$ cat src/sv/skti_pkg.sv
`timescale 1ns / 1ps
`default_nettype none
// ----------------------------------------------------------------------------
// Sorted key table package
// Shared widths, defaults, operation codes, sequencer states and the cell command type.
// ----------------------------------------------------------------------------
package skti_pkg;

  localparam int KIND_BITS      = 3;
  localparam int ID_FIELD_BITS  = 8;
  localparam int LEVEL_BITS     = 4;
  localparam int COUNT_BITS     = 6;
  localparam int DEFAULT_DEPTH  = 32;
  localparam int DEFAULT_ID_BITS = 8;
  localparam int GROUP_SIZE     = 16;

  typedef enum logic {
    OP_INSERT = 1'b0,
    OP_QUERY  = 1'b1
  } skti_op_t;

  typedef enum logic [1:0] {
    ST_IDLE,
    ST_GROUP,
    ST_DONE
  } skti_state_t;

  // Command broadcast to every cell of the chain.
  typedef struct packed {
    logic ins;
    logic qry;
  } skti_cmd_t;

endpackage : skti_pkg
`default_nettype wire

$ cat src/sv/skti_if.sv
`timescale 1ns / 1ps
`default_nettype none
// ----------------------------------------------------------------------------
// Sorted key table channels
// Valid/ready interfaces for request items and result items.
// ----------------------------------------------------------------------------
interface skti_req_if;
  logic       valid;
  logic       ready;
  logic       op;
  logic [2:0] skill_kind;
  logic [7:0] skill_id;
  logic [3:0] skill_level;

  modport source (output valid, op, skill_kind, skill_id, skill_level, input ready);
  modport sink   (input valid, op, skill_kind, skill_id, skill_level, output ready);
endinterface : skti_req_if

interface skti_rsp_if;
  logic       valid;
  logic       ready;
  logic       hit;
  logic       table_full;
  logic [5:0] entry_count;

  modport source (output valid, hit, table_full, entry_count, input ready);
  modport sink   (input valid, hit, table_full, entry_count, output ready);
endinterface : skti_rsp_if
`default_nettype wire

$ cat src/sv/skti_cell.sv
`timescale 1ns / 1ps
`default_nettype none
// ----------------------------------------------------------------------------
// Sorted key table cell
// Holds one entry; keeps it, takes the new entry or takes its neighbor's.
// ----------------------------------------------------------------------------
module skti_cell
  import skti_pkg::*;
#(
  parameter int ENTRY_W = KIND_BITS + DEFAULT_ID_BITS + LEVEL_BITS
) (
  input  wire logic               clk,
  input  wire skti_cmd_t          cmd,
  input  wire logic [ENTRY_W-1:0] new_entry,
  input  wire logic               occ,
  input  wire logic               prev_lt,
  input  wire logic [ENTRY_W-1:0] prev_entry,
  output logic [ENTRY_W-1:0]      entry,
  output logic                    lt,
  output logic                    match
);

  logic [ENTRY_W-1:0] entry_q;
  logic               match_q;

  // The key is the entry without its level bits.
  assign lt    = occ && (entry_q[ENTRY_W-1:LEVEL_BITS] < new_entry[ENTRY_W-1:LEVEL_BITS]);
  assign entry = entry_q;
  assign match = match_q;

  always_ff @(posedge clk) begin
    if (cmd.ins && !lt) begin
      entry_q <= prev_lt ? new_entry : prev_entry;
    end
    if (cmd.qry) begin
      match_q <= occ && (entry_q == new_entry);
    end
  end

endmodule : skti_cell
`default_nettype wire

$ cat src/sv/skti_reduce.sv
`timescale 1ns / 1ps
`default_nettype none
// ----------------------------------------------------------------------------
// Sorted key table match reduction
// Registered group OR of the cell match bits, then a final OR of the groups.
// ----------------------------------------------------------------------------
module skti_reduce
  import skti_pkg::*;
#(
  parameter int TABLE_DEPTH = DEFAULT_DEPTH
) (
  input  wire logic                   clk,
  input  wire logic                   load,
  input  wire logic [TABLE_DEPTH-1:0] match,
  output logic                        any_hit
);

  localparam int NUM_GROUPS = (TABLE_DEPTH + GROUP_SIZE - 1) / GROUP_SIZE;

  logic [NUM_GROUPS*GROUP_SIZE-1:0] padded;
  logic [NUM_GROUPS-1:0]            grp_q;

  assign padded = (NUM_GROUPS*GROUP_SIZE)'(match);

  always_ff @(posedge clk) begin
    if (load) begin
      for (int g = 0; g < NUM_GROUPS; g++) begin
        grp_q[g] <= |padded[g*GROUP_SIZE +: GROUP_SIZE];
      end
    end
  end

  assign any_hit = |grp_q;

endmodule : skti_reduce
`default_nettype wire

$ cat src/sv/sorted_key_table_insert_lookup.sv
`timescale 1ns / 1ps
`default_nettype none
// ----------------------------------------------------------------------------
// Sorted key table with insert and lookup
// Chain of entry cells kept in key order, with a registered match reduction.
// ----------------------------------------------------------------------------
// The table holds up to TABLE_DEPTH entries of {kind, id, level}, kept sorted
// by kind and then id, both ascending. Each request item is either an insert
// or a query, and each yields exactly one result item. An insert lands ahead
// of any entry with the same kind and id; when the table is full the insert
// is dropped and the result shows table_full. A query hits when some stored
// entry matches kind, id and level. Only the low ID_BITS bits of the id are
// kept. The cells shift or compare at the accept edge, the match bits are
// then ORed in registered groups of sixteen, and the result register loads
// after that, once the result side can take it. A new item is accepted as
// soon as the previous one has reached the result register, even if that
// result has not been taken yet. No clearing pass is needed after reset: the
// entry count alone marks which cells hold data.
// ----------------------------------------------------------------------------
module sorted_key_table_insert_lookup
  import skti_pkg::*;
#(
  parameter int TABLE_DEPTH = DEFAULT_DEPTH,
  parameter int ID_BITS     = DEFAULT_ID_BITS
) (
  input  wire logic   clk,
  input  wire logic   rst,
  skti_req_if.sink    req,
  skti_rsp_if.source  rsp
);

  localparam int ENTRY_W = KIND_BITS + ID_BITS + LEVEL_BITS;
  localparam int CNT_W   = $clog2(TABLE_DEPTH + 1);

  skti_state_t state, state_next;

  logic [CNT_W-1:0]       count;
  logic [CNT_W-1:0]       count_next;
  logic                   req_fire;
  logic                   rsp_fire;
  logic                   full;
  logic                   is_query;
  logic                   grp_load;
  logic                   rsp_load;
  logic                   op_q;
  logic                   drop_q;
  logic                   any_hit;
  logic [ID_BITS-1:0]     id_key;
  logic [ENTRY_W-1:0]     new_entry;
  logic [CNT_W+5:0]       count_ext;
  skti_cmd_t              cmd;

  logic [TABLE_DEPTH-1:0] occ;
  logic [TABLE_DEPTH-1:0] lt;
  logic [TABLE_DEPTH-1:0] match;
  logic [ENTRY_W-1:0]     cell_entry [TABLE_DEPTH];

  // The id port is fixed at eight bits; keep its low ID_BITS bits.
  generate
    if (ID_BITS <= ID_FIELD_BITS) begin : g_id_narrow
      assign id_key = req.skill_id[ID_BITS-1:0];
    end else begin : g_id_wide
      assign id_key = ID_BITS'(req.skill_id);
    end
  endgenerate

  assign new_entry = {req.skill_kind, id_key, req.skill_level};

  assign req_fire = req.valid && req.ready;
  assign rsp_fire = rsp.valid && rsp.ready;
  assign full     = (count == CNT_W'(TABLE_DEPTH));
  assign is_query = (req.op == OP_QUERY);

  // Cells only act on the edge at which an item is accepted. A dropped
  // insert leaves every cell untouched.
  assign cmd.ins = req_fire && !is_query && !full;
  assign cmd.qry = req_fire && is_query;

  // The entry count is the table's only notion of which cells are filled.
  generate
    for (genvar i = 0; i < TABLE_DEPTH; i++) begin : g_cell
      assign occ[i] = (CNT_W'(i) < count);

      if (i == 0) begin : g_head
        // The head cell has no neighbor, so a non-less key always takes the
        // new entry there.
        skti_cell #(.ENTRY_W(ENTRY_W)) u_cell (
          .clk        (clk),
          .cmd        (cmd),
          .new_entry  (new_entry),
          .occ        (occ[i]),
          .prev_lt    (1'b1),
          .prev_entry ('0),
          .entry      (cell_entry[i]),
          .lt         (lt[i]),
          .match      (match[i])
        );
      end else begin : g_body
        skti_cell #(.ENTRY_W(ENTRY_W)) u_cell (
          .clk        (clk),
          .cmd        (cmd),
          .new_entry  (new_entry),
          .occ        (occ[i]),
          .prev_lt    (lt[i-1]),
          .prev_entry (cell_entry[i-1]),
          .entry      (cell_entry[i]),
          .lt         (lt[i]),
          .match      (match[i])
        );
      end
    end
  endgenerate

  skti_reduce #(.TABLE_DEPTH(TABLE_DEPTH)) u_reduce (
    .clk     (clk),
    .load    (grp_load),
    .match   (match),
    .any_hit (any_hit)
  );

  // Count update happens together with the cell shift.
  always_comb begin
    count_next = count;
    if (cmd.ins) begin
      count_next = count + CNT_W'(1);
    end
  end

  always_ff @(posedge clk) begin
    if (rst) begin
      count <= '0;
    end else begin
      count <= count_next;
    end
  end

  // Per-item context that the result needs.
  always_ff @(posedge clk) begin
    if (req_fire) begin
      op_q   <= req.op;
      drop_q <= !is_query && full;
    end
  end

  // Sequencer: accept, group reduction, result load.
  always_comb begin
    state_next = state;
    case (state)
      ST_IDLE: begin
        if (req_fire) begin
          state_next = ST_GROUP;
        end
      end
      ST_GROUP: begin
        state_next = ST_DONE;
      end
      ST_DONE: begin
        if (!rsp.valid || rsp.ready) begin
          state_next = ST_IDLE;
        end
      end
      default: begin
        state_next = ST_IDLE;
      end
    endcase
  end

  always_comb begin
    req.ready = 1'b0;
    grp_load  = 1'b0;
    rsp_load  = 1'b0;
    case (state)
      ST_IDLE: begin
        req.ready = 1'b1;
      end
      ST_GROUP: begin
        grp_load = 1'b1;
      end
      ST_DONE: begin
        rsp_load = !rsp.valid || rsp.ready;
      end
      default: begin
        req.ready = 1'b0;
      end
    endcase
  end

  always_ff @(posedge clk) begin
    if (rst) begin
      state <= ST_IDLE;
    end else begin
      state <= state_next;
    end
  end

  // Result register. It holds a finished result while the block is free to
  // take the next request item.
  assign count_ext = (CNT_W+6)'(count);

  always_ff @(posedge clk) begin
    if (rst) begin
      rsp.valid <= 1'b0;
    end else if (rsp_load) begin
      rsp.valid <= 1'b1;
    end else if (rsp_fire) begin
      rsp.valid <= 1'b0;
    end
  end

  always_ff @(posedge clk) begin
    if (rsp_load) begin
      rsp.hit         <= (op_q == OP_QUERY) ? any_hit : !drop_q;
      rsp.table_full  <= (op_q == OP_INSERT) && drop_q;
      rsp.entry_count <= count_ext[5:0];
    end
  end

  // The count never passes the table depth.
  assert property (@(posedge clk) disable iff (rst) count <= CNT_W'(TABLE_DEPTH))
    else $error("entry count exceeds table depth");

  // A stored insert grows the table by exactly one entry.
  assert property (@(posedge clk) disable iff (rst)
    (req.valid && req.ready && req.op == OP_INSERT && !full)
      |=> (count == $past(count) + CNT_W'(1)))
    else $error("stored insert did not advance the count");

  // A dropped insert or a query leaves the count alone.
  assert property (@(posedge clk) disable iff (rst)
    (req.valid && req.ready && (req.op == OP_QUERY || full))
      |=> (count == $past(count)))
    else $error("count changed on a query or a dropped insert");

  // Every accepted item is handed to the group reduction state, and nothing
  // new is accepted in that state.
  assert property (@(posedge clk) disable iff (rst)
    (req.valid && req.ready) |=> (state == ST_GROUP && !req.ready))
    else $error("item not handed to the reduction stage");

  // A result flagged as full never claims a stored entry.
  assert property (@(posedge clk) disable iff (rst)
    rsp.valid |-> !(rsp.hit && rsp.table_full))
    else $error("result shows both hit and table full");

endmodule : sorted_key_table_insert_lookup
`default_nettype wire
$ cat src/flat_wrapper.sv
// flat-port wrapper written by rule: the top's interface ports become plain ports
module sorted_key_table_insert_lookup_flat import skti_pkg::*;
#(
  parameter int TABLE_DEPTH = DEFAULT_DEPTH,
  parameter int ID_BITS     = DEFAULT_ID_BITS
)
  (clk, rst, req_valid, req_op, req_skill_kind, req_skill_id, req_skill_level, req_ready, rsp_valid, rsp_hit, rsp_table_full, rsp_entry_count, rsp_ready);
  skti_req_if req_i ();
  skti_rsp_if rsp_i ();
  input  wire logic clk;
  input  wire logic rst;
  input wire logic [$bits(req_i.valid)-1:0] req_valid;
  input wire logic [$bits(req_i.op)-1:0] req_op;
  input wire logic [$bits(req_i.skill_kind)-1:0] req_skill_kind;
  input wire logic [$bits(req_i.skill_id)-1:0] req_skill_id;
  input wire logic [$bits(req_i.skill_level)-1:0] req_skill_level;
  output wire logic [$bits(req_i.ready)-1:0] req_ready;
  output wire logic [$bits(rsp_i.valid)-1:0] rsp_valid;
  output wire logic [$bits(rsp_i.hit)-1:0] rsp_hit;
  output wire logic [$bits(rsp_i.table_full)-1:0] rsp_table_full;
  output wire logic [$bits(rsp_i.entry_count)-1:0] rsp_entry_count;
  input wire logic [$bits(rsp_i.ready)-1:0] rsp_ready;
  assign req_i.valid = req_valid;
  assign req_i.op = req_op;
  assign req_i.skill_kind = req_skill_kind;
  assign req_i.skill_id = req_skill_id;
  assign req_i.skill_level = req_skill_level;
  assign req_ready = req_i.ready;
  assign rsp_valid = rsp_i.valid;
  assign rsp_hit = rsp_i.hit;
  assign rsp_table_full = rsp_i.table_full;
  assign rsp_entry_count = rsp_i.entry_count;
  assign rsp_i.ready = rsp_ready;
  sorted_key_table_insert_lookup #(.TABLE_DEPTH(TABLE_DEPTH), .ID_BITS(ID_BITS)) u_core (.clk(clk), .rst(rst), .req(req_i), .rsp(rsp_i));
endmodule
$ cat config.mk
export PLATFORM = sky130hd
export DESIGN_NAME = sorted_key_table_insert_lookup_flat
export DESIGN_NICKNAME = d
export VERILOG_FILES = /design/src/sv/skti_pkg.sv /design/src/sv/skti_if.sv /design/src/sv/skti_cell.sv /design/src/sv/skti_reduce.sv /design/src/sv/sorted_key_table_insert_lookup.sv /design/src/flat_wrapper.sv
export SDC_FILE = /design/constraint.sdc
export NUM_CORES = 1
export LEC_CHECK = 0
export ABC_AREA = 1
export BUFFER_PORTS_ARGS = -buffer_cell sky130_fd_sc_hd__buf_2
export CAP_MARGIN = 15
export CORE_MARGIN = 2
export CORE_UTILIZATION = 45
export CTS_CLUSTER_DIAMETER = 120
export DETAILED_ROUTE_END_ITERATION = 12
export GPL_TIMING_DRIVEN = 1
export PLACE_DENSITY = 0.62
export SKIP_CTS_REPAIR_TIMING = 1
export SLEW_MARGIN = 20
export SYNTH_ARGS = -nofsm -noshare
export SYNTH_HDL_FRONTEND = slang
export SYNTH_HIERARCHICAL = 1
export SYNTH_SLANG_ARGS = --single-unit
$ cat constraint.sdc
create_clock -name clk -period 3.3 [get_ports clk]
set_input_delay 0.66 -clock clk [delete_from_list [all_inputs] [get_ports clk]]
set_output_delay 0.66 -clock clk [all_outputs]
set_load 0.1 [all_outputs]
==> results of run 1 <==
[registers in the layout, summed over array words and instances (netlist names)]
signal / cells
u_core/drop_q: 1
u_core/g_cell.g_body.u_cell/match: 31
u_core/count: 6
u_core/rsp.entry_count: 6
u_core/rsp.hit: 1
u_core/g_cell.g_body.u_cell/entry: 465
u_core/u_reduce/grp_q: 2
u_core/g_cell.g_head.u_cell/match: 1
u_core/rsp.valid: 1
u_core/rsp.table_full: 1
u_core/op_q: 1
u_core/g_cell.g_head.u_cell/entry: 15
u_core/state: 2
[worst max-delay path: stages, from the launching register on]
cell	delay, ns
dfxtp_1	0.31
inv_1	0.23
ha_1	0.53
inv_1	0.21
o21ai_0	0.29
inv_1	0.14
nand3b_1	0.11
nor2_1	0.07
nand3_2	0.08
inv_1	0.18
buf_4	0.27
nor2_1	0.13
a21oi_1	0.06
[per-layer routing]
| layer | global-route usage | wire length [µm] | vias up |
|---|---|---|---|
| met5 | 0 | 16 | - |
| met4 | 0.05522 | 1983 | 2 |
| met3 | 0.02141 | 2784 | 118 |
| met2 | 0.3982 | 42870 | 385 |
| met1 | 0.2625 | 36420 | 11800 |
| li1 | - | - | 12780 |
[power by group through the flow]
stage / Clock (mW) / Sequential (mW) / Combinational [mW]
floorplan: 0 / 8.03 / 1.34
global placement: 0 / 8.10 / 1.96
detailed placement: 0 / 8.11 / 2.00
CTS: 6.64 / 7.96 / 2.02
global route: 6.87 / 7.99 / 2.30
finish: 6.47 / 7.96 / 2.00
[layout make-up]
type	count	area, µm²	share of cell area
Inverter	797	2992	0.07733
Timing Repair Buffer	126	1121	0.02898
Sequential cell	533	15920	0.4114
Tap cell	1040	1301	0.03364
Clock buffer	74	1618	0.04182
Multi-Input combinational cell	2447	15480	0.4003
Clock inverter	40	254.0	0.006566
[worst max path at each step]
stage	depth (start not counted)	end	startpoint
after detailed placement	14	u_core/g_cell[27].g_body.u_cell/entry[2]	req_skill_kind[0]
after global routing	12	u_core/g_cell[31].g_body.u_cell/entry[11]	u_core/count[1]
after CTS	10	u_core/g_cell[8].g_body.u_cell/entry[14]	u_core/count[1]
after global placement	13	u_core/g_cell[27].g_body.u_cell/entry[5]	req_skill_kind[0]
after floorplan	3	u_core/g_cell[0].g_head.u_cell/match	u_core/state[1]
final	12	u_core/g_cell[9].g_body.u_cell/entry[11]	u_core/count[1]
==> key figures, run 1 <==
Route
  • DR vias/cell: 4.961
  • Routed WL: 84080 µm
  • Post-DRT Antenna Nets: 0
  • DRC errors left: 0
  • Vias after detailed routing: 25.09k
  • DR pass1 iterations: 5
  • Routed len/inst: 16.63 µm
  • DRT iter0 DRCs: 1445

Placement
  • IO Port Bufs: 29
  • Gpl congestion: 0.8336
  • DP Cell Count: 4943
  • DP Wirelength: 60500 µm
  • Pre-CTS WS: 0.2896 ns
  • Cell Area, Placed: 0.03681 mm²

Power and ir drop
  • Sw Share: 0.2612
  • Sw power: 4.291 mW
  • Post-layout total power: 16.43 mW
  • Sequential power share: 0.484
  • PwrDens: 424.7 mW/mm²
  • Leakage: 18.20 nW
  • Clk network pwr share: 0.394
  • P_int: 12.14 mW
  • Peak supply drop: 0.0004267 V
  • Comb pwr share: 0.122

Finish
  • Commonest non-fill, non-tap cells in the layout: inv_1, edfxtp_1, nand2_1, nor2_1, a21oi_1
  • Commonest non-fill, non-tap cell in the layout: inv_1
  • Final instance area: 0.03868 mm²
  • Layout cells sized above 1: 0.1200
  • Final core occ: 0.5010
  • Non-filler instance count after layout: 5057
  • Filler instances: 7273
  • Nets: 4341
  • ANT cells: 0
  • P&R area growth vs syn: 10.57%

Global route
  • Grt ovf: 0
  • First-pass GRT wire length: 133700 µm
  • Largest net degree at the start of global routing: 97
  • Initial antenna violation count: 1
  • Vias in the first global route: 24.78k
  • Tot GR Track Use: 0.2137

Setup path
  • Number of cells on the worst reg-to-reg path: 12
  • Worst r2r src: u_core/count[1]
  • Crit end category: flop
  • Reg2Reg Capture Point: u_core/g_cell[9].g_body.u_cell/entry[11]
  • CP required: 3.67 ns
  • Crit Path Class: flop to flop
  • Startpoint Class: flop
  • Crit path DAT: 3.25 ns
  • Worst-path fanout max: 16
  • Reg-to-reg setup timing slack: 0.42 ns

Timing
  • Setup ws final: 0.4163 ns
  • Setup tns final: 0 ns
  • Hold Fails Final Rpt: 0
  • Slew headroom: 0.5376
  • Final setup fails: 0
  • Period utilization: 0.8738
  • Fin crit period: 2.884 ns
  • RSZ-0062 raised after global routing: no
  • Skew final: 0.03020 ns
  • WHS: 0.3013 ns
  • Fin. max-slew vios: 0
  • Least-Margin Pin Slew: 0.6936 ns
  • Maximum clock frequency: 0.3468 GHz

Clock tree
  • Clock Path Buffers: 3
  • CTS Sinks: 533
  • Worst-path clk slew: 0.06 ns
  • Latest clock arrival within the worst-skew pair: 0.64 ns
  • Root Driver: clkbuf_16
  • TritonCTS clock tree: done
  • TritonCTS buffer count: 61
  • # H-tree levels: 2

Die
  • Initial core utilization: 0.4531
  • Core area: 0.07721 mm²
  • # rows: 102
  • Die area: 0.07999 mm²
  • Die width: 282.8 µm
  • Die H: 282.8 µm
  • I/O pins: 30

Hold path
  • HP Class: primary input to flop
  • HP Start: rst
  • Hold path endpoint: u_core/count[4]
  • WHS Path Cells: 2

Yosys
  • Cells after synthesis: 3861
  • Yosys Warn Count: 6
  • Avg Inst Size Synth: 9.061 µm²
  • Syn Std Cell Area: 0.03499 mm²

Run status
  • Outcome: completed

Run
  • Max-cap violation count: 0
No activity file was read; power rests on OpenSTA's default activity.
==> run 2, diff against run 1 <==
--- a/config.mk
+++ b/config.mk
@@ -5,11 +5,12 @@
 export SDC_FILE = /design/constraint.sdc
 export NUM_CORES = 1
 export LEC_CHECK = 0
-export ABC_AREA = 1
 export BUFFER_PORTS_ARGS = -buffer_cell sky130_fd_sc_hd__buf_2
 export CAP_MARGIN = 15
+export CORE_ASPECT_RATIO = 0.7
 export CORE_MARGIN = 2
 export CORE_UTILIZATION = 45
+export CTS_BUF_LIST = sky130_fd_sc_hd__clkbuf_16
 export CTS_CLUSTER_DIAMETER = 120
 export DETAILED_ROUTE_END_ITERATION = 12
 export GPL_TIMING_DRIVEN = 1
==> key figures, run 2 <==
Die
  • Die width: 330.0 µm (was 282.8 µm)
  • Die area: 0.07664 mm² (was 0.07999 mm²)
  • Die H: 232.2 µm (was 282.8 µm)
  • I/O pins: 30 (unchanged)
  • # rows: 83 (was 102)
  • Initial core utilization: 0.4554 (was 0.4531)
  • Core area: 0.07353 mm² (was 0.07721 mm²)

Finish
  • Commonest non-fill, non-tap cells in the layout: edfxtp_1, mux2_2, inv_1, ha_1, xor2_1 (was inv_1, edfxtp_1, nand2_1, nor2_1, a21oi_1)
  • Largest register FFs: 465 (unchanged)
  • Final core occ: 0.5136 (was 0.5010)
  • Commonest non-fill, non-tap cell in the layout: edfxtp_1 (was inv_1)
  • Filler instances: 6262 (was 7273)
  • Nets: 3246 (was 4341)
  • P&R area growth vs syn: 12.79% (was 10.57%)
  • Layout cells sized above 1: 0.2973 (was 0.1200)

Global route
  • First-pass GRT wire length: 124600 µm (was 133700 µm)
  • Initial antenna violation count: 1 (unchanged)
  • Grt ovf: 0 (unchanged)
  • Largest net degree at the start of global routing: 65 (was 97)
  • Tot GR Track Use: 0.2091 (was 0.2137)
  • Vias in the first global route: 21.63k (was 24.78k)

Setup path
  • CP startpoint: u_core/count[0] (was u_core/count[1])
  • Crit path DAT: 3.31 ns (was 3.25 ns)
  • CP required: 3.65 ns (was 3.67 ns)
  • Worst r2r src: u_core/count[0] (was u_core/count[1])
  • Number of cells on the worst reg-to-reg path: 10 (was 12)
  • Crit end category: flop (unchanged)
  • Reg-to-reg setup timing slack: 0.34 ns (was 0.42 ns)
  • Crit Path Class: flop to flop (unchanged)
  • Startpoint Class: flop (unchanged)
  • Worst-path fanout max: 16 (unchanged)
  • Reg2Reg Capture Point: u_core/g_cell[9].g_body.u_cell/entry[5] (was u_core/g_cell[9].g_body.u_cell/entry[11])

Placement
  • Gpl congestion: 0.8575 (was 0.8336)
  • Pre-CTS WS: 0.01285 ns (was 0.2896 ns)
  • DP Wirelength: 58920 µm (was 60500 µm)
  • IO Port Bufs: 29 (unchanged)

Yosys
  • Seq/Total Area, Yosys: 0.4753
  • Adder-Cell Fraction of Synth Area: 0.1327
  • Synth Register Bits: 533
  • Cells after synthesis: 2705 (was 3861)
  • Yosys Warn Count: 6 (unchanged)
  • Multiplexer share of the synthesized area: 0.1621
  • Largest family of logic cells by synthesized area: multiplexers
  • Post-synth ARST share: 0
  • Top cell type's share of synthesized area: 0.4700
  • Ranking of synthesized cells by area: edfxtp_1, mux2_2, ha_1, inv_1, xor2_1
  • Compound-Gate Fraction of Synth Area: 0.06046
  • Top_reg_cell synth: edfxtp_1
  • Yosys top cell by area: edfxtp_1
  • Syn Std Cell Area: 0.03348 mm² (was 0.03499 mm²)
  • Synth Area in XOR/XNOR: 0.03348
  • Netlist cell types: 44
  • Post-synth EDFFs: 524
  • Cell with the most instances after synthesis: edfxtp_1
  • Avg Inst Size Synth: 12.38 µm² (was 9.061 µm²)
  • Post-synthesis simple-gate area fraction: 0.07762
  • Top cells by count, synth: edfxtp_1, mux2_2, inv_1

Timing
  • Least-Margin Pin Slew: 0.9895 ns (was 0.6936 ns)
  • Setup ws final: 0.3410 ns (was 0.4163 ns)
  • Fin crit period: 2.959 ns (was 2.884 ns)
  • Setup tns final: 0 ns (unchanged)
  • RSZ-0062 raised after global routing: no (unchanged)
  • Skew final: 0.03086 ns (was 0.03020 ns)
  • Slew headroom: 0.3403 (was 0.5376)
  • Final setup fails: 0 (unchanged)
  • Maximum clock frequency: 0.3380 GHz (was 0.3468 GHz)
  • Period utilization: 0.8967 (was 0.8738)
  • Fin. max-slew vios: 0 (unchanged)
  • Hold Fails Final Rpt: 0 (unchanged)

Route
  • DR pass1 iterations: 9 (was 5)
  • DR vias/cell: 5.477 (was 4.961)
  • DRC errors left: 1 (was 0)
  • Routed WL: 79500 µm (was 84080 µm)
  • Routed len/inst: 20.42 µm (was 16.63 µm)
  • Post-DRT Antenna Nets: 0 (unchanged)
  • Vias after detailed routing: 21.33k (was 25.09k)
  • DRT iter0 DRCs: 1520 (was 1445)

Clock tree
  • Latest clock arrival within the worst-skew pair: 0.63 ns (was 0.64 ns)
  • Clock Path Buffers: 3 (unchanged)
  • TritonCTS buffer count: 55 (was 61)
  • TritonCTS clock tree: done (unchanged)
  • Root Driver: clkbuf_16 (unchanged)
  • Worst-path clk slew: 0.06 ns (about the same)
  • CTS Sinks: 533 (unchanged)
  • # H-tree levels: 2 (unchanged)

Hold path
  • HP Class: primary input to flop (unchanged)
  • WHS Path Cells: 1 (was 2)
  • HP Start: req_op (was rst)
  • Hold path endpoint: u_core/op_q (was u_core/count[4])

Power and ir drop
  • PwrDens: 418.4 mW/mm² (was 424.7 mW/mm²)
  • Leakage: 15.82 nW (was 18.20 nW)
  • Peak supply drop: 0.0004075 V (was 0.0004267 V)

Run
  • Max-cap violation count: 0 (unchanged)

Run status
  • Failing checks: design-rule violations
  • Outcome: complete, but fails checks (was completed)
run 2: worst max-delay path: stages, from the launching register on:
cell and delay [ns]:
dfxtp_1 0.54, inv_1 0.11, ha_1 0.27, buf_4 0.22, nand2b_1 0.22, nand2_1 0.12
nand2_1 0.18, o2111ai_1 0.15, a221oi_2 0.20, buf_4 0.28, mux2_2 0.38
run 2: area by class of cell:
class / instances / area, µm² / share of cell area
multi-input cells: 1689 / 15710 / 0.4159
well taps: 977 / 1222 / 0.03237
repair buffers: 169 / 1632 / 0.04320
clock buffers: 56 / 1401 / 0.03711
clock inverters: 46 / 297.8 / 0.007886
diodes: 1 / 2.502 / 0.00006626
flip-flops and latches: 533 / 15920 / 0.4214
inverters: 423 / 1588 / 0.04204
run 2: report_power, final:
part           switching [mW]  total (mW)  internal (mW)  leakage (nW)
logic                    1.11        1.89          0.779          10.0
registers               0.174        7.94           7.77          4.94
clock network            2.68        5.97           3.30         0.875
run 2: how the worst max path moves through the flow:
stage,end,slack (ns),cells after the start
final,u_core/g_cell[9].g_body.u_cell/entry[5],0.34,10
after global routing,u_core/g_cell[9].g_body.u_cell/entry[5],0.20,10
after CTS,u_core/g_cell[9].g_body.u_cell/entry[5],0.35,10
after detailed placement,u_core/g_cell[20].g_body.u_cell/entry[3],0.01,8
after global placement,u_core/g_cell[25].g_body.u_cell/entry[1],0.06,8
after floorplan,u_core/g_cell[0].g_head.u_cell/match,0.28,2
run 2: routing by layer:
| layer | vias up | track usage | routed length [µm] | share of wire |
|---|---|---|---|---|
| met3 | 105 | 0.04245 | 5266 | 0.066 |
| met1 | 10470 | 0.3144 | 39540 | 0.50 |
| met5 | - | 0 | 0 | 0 |
| li1 | 10210 | - | - | - |
| met2 | 541 | 0.3076 | 33280 | 0.42 |
| met4 | 0 | 0.04878 | 1416 | 0.018 |
run 2: stage by stage:
stage               power, mW  cell area, µm²  hold slack (ns)  cells
finish                  15.80           37760           0.2544   3894
global route            16.48           37760           0.2249   3894
detailed placement      9.941           36050           0.5200   3791
floorplan               9.143           33540           0.4064   2719
CTS                     15.95           37750           0.2096   3893
global placement        9.830           36040           0.4994   3791
run 2: logic make-up after synthesis:
family          Yosys count
mux                     482
compound gates          284
flops                   533
fa+ha+maj               355
simple gates            424
other cells               2
buf+inv                 497
xor+xnor                128
